## src/design/palette_tint_fade_core_macros.svh

```systemverilog
// Assertion macros for the palette tint and fade core.
`ifndef PALETTE_TINT_FADE_CORE_MACROS_SVH
`define PALETTE_TINT_FADE_CORE_MACROS_SVH

`ifndef SYNTHESIS
// Same-cycle implication, sampled on clk, off during reset.
`define PTF_ASSERT_NOW(label, ante, cons) \
  label: assert property (@(posedge clk) disable iff (!rst_n) (ante) |-> (cons)) \
    else $error("palette_tint_fade_core: same-cycle check failed");
// Next-cycle implication, sampled on clk, off during reset.
`define PTF_ASSERT_NEXT(label, ante, cons) \
  label: assert property (@(posedge clk) disable iff (!rst_n) (ante) |=> (cons)) \
    else $error("palette_tint_fade_core: next-cycle check failed");
`else
`define PTF_ASSERT_NOW(label, ante, cons)
`define PTF_ASSERT_NEXT(label, ante, cons)
`endif

`endif

```

## src/design/ptf_pkg.sv

```systemverilog
// Shared constants and types for the palette tint and fade pipeline.
`default_nettype none

package ptf_pkg;

  // Fade factor format
  localparam int FADE_FRAC_BITS = 16;
  localparam int FADE_W         = FADE_FRAC_BITS + 1;
  localparam logic [FADE_W-1:0] FADE_ONE = FADE_W'(1) << FADE_FRAC_BITS;

  // Luma coefficients, Q0.16
  localparam logic [23:0] LUMA_R = 24'd19589;
  localparam logic [23:0] LUMA_G = 24'd38470;
  localparam logic [23:0] LUMA_B = 24'd7471;

  // Ramp constants
  localparam logic [9:0]  WHITE_X4    = 10'd1020;
  localparam logic [16:0] BRIGHT_SPAN = 17'd127;
  localparam logic [7:0]  BRIGHT_DIV  = 8'd127;
  localparam logic [23:0] RAMP_MAX    = 24'hFF0000;
  localparam logic [7:0]  HALF_RESET  = 8'd128;

  // Reciprocals floor(2^32 / n)
  localparam int RECIP_W = 33;
  localparam logic [RECIP_W-1:0] RECIP_BRIGHT = RECIP_W'(64'd4294967296 / 64'd127);
  localparam logic [RECIP_W-1:0] RECIP_RESET  = RECIP_W'(64'd4294967296 / 64'd128);

  // Register indexes
  localparam int CFG_IDX_W = 3;
  localparam logic [CFG_IDX_W-1:0] CFG_TINT_MODE  = 3'd0;
  localparam logic [CFG_IDX_W-1:0] CFG_TINT_RED   = 3'd1;
  localparam logic [CFG_IDX_W-1:0] CFG_TINT_GREEN = 3'd2;
  localparam logic [CFG_IDX_W-1:0] CFG_TINT_BLUE  = 3'd3;
  localparam logic [CFG_IDX_W-1:0] CFG_FADE       = 3'd4;
  localparam logic [CFG_IDX_W-1:0] CFG_HALF_COUNT = 3'd5;

  // Pipeline geometry
  localparam int NCH  = 3;
  localparam int NSTG = 9;

  // Request to the reciprocal unit
  typedef struct packed {
    logic       start;
    logic [7:0] divisor;
  } recip_req_t;

endpackage

`default_nettype wire

```

## src/design/ptf_recip.sv

```systemverilog
// Bit-serial reciprocal unit: floor(2^32 / n) for the dark-ramp divisor.
`default_nettype none

module ptf_recip (
  input  logic                         clk,
  input  logic                         rst_n,
  input  ptf_pkg::recip_req_t          req,
  output logic                         busy,
  output logic [ptf_pkg::RECIP_W-1:0]  recip
);

  localparam int CNT_W = $clog2(ptf_pkg::RECIP_W);

  typedef enum logic [1:0] {
    ST_IDLE = 2'b01,
    ST_RUN  = 2'b10
  } rcp_state_t;

  rcp_state_t                   state_r, state_nxt;
  logic [CNT_W-1:0]             cnt_r, cnt_nxt;
  logic [7:0]                   rem_r, rem_nxt;
  logic [7:0]                   div_r, div_nxt;
  logic [ptf_pkg::RECIP_W-1:0]  quo_r, quo_nxt;
  logic [ptf_pkg::RECIP_W-1:0]  recip_r, recip_nxt;
  logic [8:0]                   trial;
  logic                         fits;

  // One restoring step per cycle; dividend is a one followed by zeros
  always_comb begin
    trial     = {rem_r, (cnt_r == '0)};
    fits      = (trial >= {1'b0, div_r});
    state_nxt = state_r;
    cnt_nxt   = cnt_r;
    rem_nxt   = rem_r;
    div_nxt   = div_r;
    quo_nxt   = quo_r;
    recip_nxt = recip_r;
    case (state_r)
      ST_IDLE: begin
        if (req.start) begin
          state_nxt = ST_RUN;
          cnt_nxt   = '0;
          rem_nxt   = '0;
          div_nxt   = req.divisor;
          quo_nxt   = '0;
        end
      end
      ST_RUN: begin
        rem_nxt = fits ? 8'(trial - {1'b0, div_r}) : trial[7:0];
        quo_nxt = {quo_r[ptf_pkg::RECIP_W-2:0], fits};
        cnt_nxt = cnt_r + 1'b1;
        if (cnt_r == CNT_W'(ptf_pkg::RECIP_W - 1)) begin
          state_nxt = ST_IDLE;
          recip_nxt = {quo_r[ptf_pkg::RECIP_W-2:0], fits};
        end
        // a new divisor restarts the sweep
        if (req.start) begin
          state_nxt = ST_RUN;
          cnt_nxt   = '0;
          rem_nxt   = '0;
          div_nxt   = req.divisor;
          quo_nxt   = '0;
        end
      end
      default: begin
        state_nxt = ST_IDLE;
      end
    endcase
  end

  always_ff @(posedge clk) begin
    if (!rst_n) begin
      state_r <= ST_IDLE;
      cnt_r   <= '0;
      rem_r   <= '0;
      div_r   <= ptf_pkg::HALF_RESET;
      quo_r   <= '0;
      recip_r <= ptf_pkg::RECIP_RESET;
    end else begin
      state_r <= state_nxt;
      cnt_r   <= cnt_nxt;
      rem_r   <= rem_nxt;
      div_r   <= div_nxt;
      quo_r   <= quo_nxt;
      recip_r <= recip_nxt;
    end
  end

  assign busy  = (state_r == ST_RUN);
  assign recip = recip_r;

endmodule

`default_nettype wire

```

## config.mk

```make
export PLATFORM = sky130hd
export DESIGN_NAME = ptf_recip
export DESIGN_NICKNAME = d
export VERILOG_FILES = /design/src/design/palette_tint_fade_core_macros.svh /design/src/design/ptf_pkg.sv /design/src/design/ptf_recip.sv
export SDC_FILE = /design/constraint.sdc
export NUM_CORES = 1
export LEC_CHECK = 0
export BUFFER_PORTS_ARGS = -buffer_cell sky130_fd_sc_hd__buf_2
export CAP_MARGIN = 20
export CELL_PAD_IN_SITES_DETAIL_PLACEMENT = 1
export CELL_PAD_IN_SITES_GLOBAL_PLACEMENT = 1
export CORE_ASPECT_RATIO = 1.75
export CORE_UTILIZATION = 35
export DETAILED_ROUTE_END_ITERATION = 16
export PLACE_DENSITY = 0.63
export SLEW_MARGIN = 20
export SYNTH_ARGS = -nofsm -noshare
export SYNTH_HDL_FRONTEND = slang
export SYNTH_SLANG_ARGS = --single-unit
export TNS_END_PERCENT = 5
```

## constraint.sdc

```tcl
create_clock -name clk -period 2.7 [get_ports clk]
set_input_delay 0.81 -clock clk [delete_from_list [all_inputs] [get_ports clk]]
set_output_delay 0.81 -clock clk [all_outputs]
set_load 0.02 [all_outputs]
```

==> results by group <==
Placement
  • Port Buffers: 44
  • Setup WS pre-CTS: 0.0662 ns
  • DP HPWL: 6.23 mm
  • GPL Wtd Cong: 0.862

Synthesis
  • Post-Synth XOR/XNOR Area: 0.0208
  • Complex-gate fraction of the synthesized area: 0.198
  • Synth warn: 0
  • Synth Register Bits: 89
  • Cells after synthesis: 431
  • Post-synthesis simple-gate area fraction: 0.182
  • EDFF count, synth: 0
  • Adder-cell share of the synthesized area: 0.0449
  • Main synth FF type: dfxtp_1
  • Async S/R FF share, synth: 0
  • Mux cell area share after synthesis: 0.0191
  • Synth unique cells: 45
  • Syn_area_per_cell: 8.79 um^2
  • Syn Nets: 455
  • Largest family of logic cells by synthesized area: compound AO/OA/AOI/OAI gates
  • Post-Syn Area: 0.00379 mm^2
  • Sequential element share of the synthesized area: 0.470

Drt
  • Iteration-0 DRC Markers: 64
  • Drt pass-1 iters: 4
  • Routed via count: 3064
  • Vias per cell: 5.13
  • DRT Wirelength: 9.33 mm
  • Number of routed nets with antenna violations: 0
  • DRC errors left: 0
  • DR WL/cell: 15.6 um

Global route
  • First-pass GRT wire length: 15.3 mm
  • Largest net degree at the start of global routing: 74
  • Remaining global-route overflow: 0
  • Total track usage: 0.178
  • Antenna violations before repair: 0
  • Vias in the first global route: 3250

Power and ir drop
  • Pwr dens: 726 mW/mm^2
  • Worst vdd ir: 0.392 mV
  • P_leak: 1.69 nW

CTS
  • Clock Tree Buf Depth: 2
  • Reg clk slew, reported paths: 0.06 ns
  • CTS tree: done
  • Post-CTS Setup Bufs: 0
  • Clock H-tree levels: 3
  • Root buffer cell: clkbuf_16
  • CTS buffer count: 9
  • Sink Count: 89
  • Clk_lat worst skew: 0.34 ns

Critical path
  • CP max FO: 5
  • Crit Path Class: flop to flop
  • CP arrival: 2.78 ns
  • CP startpoint kind: flop
  • Critical path required time: 2.93 ns
  • Critical path endpoint category: flop

Hold path
  • Min-Delay Path Class: flop to flop

STA
  • RSZ-0062 raised after global routing: no
  • Rel. slew slack: 0.722
  • Hold Vio Cnt, Final: 0
  • Post-route minimum period: 2.55 ns
  • Max Slew Vio Count: 0
  • Setup TNS: 0 ns
  • Actual slew at the worst max-slew pin: 0.417 ns
  • Period utilization: 0.945
  • Peak Freq: 392 MHz
  • Final setup fails: 0
  • Final Skew: 0.00787 ns
  • Worst setup margin: 0.147 ns

Die
  • Die ar.: 0.0113 mm^2
  • Die Span Y: 140 um
  • Die Width: 80.7 um
  • # rows: 49
  • # IOs: 45
  • Initial Util: 0.364
  • CORE AREA: 0.0104 mm^2

Outcome
  • Status: finished, final reports clean

Layout
  • Diode count: 0
  • Ratio of cells with drive above 1 in the final layout: 0.202
  • Area grow syn2layout: 15.7%
  • Layout fillers: 1239
  • Nets: 489

Job
  • Max_cap viols: 0
critical path, stage by stage (launching register included):
cell and delay [ns]:
dfxtp_2 0.36, inv_1 0.07, ha_1 0.21, nor4b_4 0.15, or2b_1 0.18, ha_1 0.19
inv_1 0.07, fa_2 0.36, a211oi_2 0.27, o21bai_1 0.11, a21oi_1 0.18, xnor2_1 0.09
a31o_1 0.21
final timing paths:
path | slack (ns) | end | cells past startpoint | from
worst max-delay path | 0.15 | rem_r[6] | 12 | cnt_r[0]
worst min-delay path | 0.45 | recip[27] | 2 | recip[27]
worst max register to register | 0.15 | rem_r[6] | 12 | cnt_r[0]
worst min register to register | 0.45 | recip[27] | 2 | recip[27]
routing by layer:
metal / GRT usage / routed length (um) / up-vias
met5: 0 / 0 / -
met4: 0.0724 / 172 / 0
met3: 0.0433 / 208 / 15
met2: 0.321 / 4970 / 39
met1: 0.191 / 3980 / 1484
li1: - / - / 1526
cell families after synthesis:
logic type | Yosys count
AO/OA/AOI/OAI | 108
adder cells (fa/ha/maj) | 13
AND/OR/NAND/NOR | 163
multiplexers | 6
XOR/XNOR | 9
buffers and inverters | 43
flip-flops | 89
synth_stat cells, types with 2 or more instances:
library cell / count / area [um^2]
dfxtp_1: 89 / 1780
buf_12: 3 / 60.1
buf_6: 3 / 33.8
xor2_1: 5 / 43.8
a21oi_1: 31 / 155
nand2_1: 92 / 345
nand3_1: 8 / 40.0
o21ai_1: 5 / 25.0
a21oi_2: 17 / 149
clkbuf_1: 13 / 48.8
o21ai_0: 5 / 25.0
ha_1: 12 / 150
a22oi_1: 33 / 248
nor2_1: 50 / 188
inv_1: 14 / 52.6
a211oi_1: 3 / 22.5
o21bai_1: 2 / 15.0
nand2b_1: 3 / 18.8
mux2i_1: 5 / 50.1
xnor2_1: 4 / 35.0
buf_2: 8 / 40.0
nor2b_1: 3 / 18.8
final cells by class:
| class | count | area (um^2) | share of cell area |
|---|---|---|---|
| timing repair buffer | 51 | 285 | 0.0650 |
| multi-input combinational | 299 | 1770 | 0.404 |
| sequential | 89 | 1780 | 0.407 |
| tap | 127 | 159 | 0.0362 |
| inverter | 15 | 56.3 | 0.0128 |
| clock buffer | 12 | 256 | 0.0585 |
| clock inverter | 4 | 73.8 | 0.0168 |
report_power, final:
group	switching, mW	internal, mW
sequential	0.0160	1.34
combinational	0.289	0.159
clock	0.517	0.864
cells in the final DEF (no fill, tap or decap), drive strengths merged, types with 2 or more instances in the layout:
cell    count
a211oi      4
a21oi      48
a22oi      33
and2        2
buf        51
bufinv      2
clkbuf     12
dfxtp      89
ha         12
inv        16
mux2i       6
nand2      92
nand2b      3
nand3       8
nor2       50
nor2b       3
o21ai      10
o21bai      2
o31ai       2
xnor2       4
xor2        5
registers in the layout (all words and copies together) (netlist names):
signal / cells
rem_r: 8
state_r: 2
quo_r: 32
cnt_r: 6
div_r: 8
recip: 33
metrics by stage:
step / area (um^2) / std cells / hold slack (ns) / utilization / total power [mW]
6_report: 4390 / 597 / 0.454 / 0.421 / 3.19
3_5_place_dp: 4040 / 581 / 0.448 / 0.388 / 1.83
5_1_grt: 4390 / 597 / 0.483 / 0.421 / 3.33
2_1_floorplan: 3790 / 431 / 0.435 / - / 1.74
4_1_cts: 4370 / 597 / 0.459 / 0.420 / 3.23
3_3_place_gp: 4040 / 581 / 0.443 / 0.388 / 1.83
timing repair:
item,in CTS,in global routing
hold buffers,0,0
resized for setup,0,5
endpoints found under the setup margin,0,4
(Power assumes the default switching activity.)
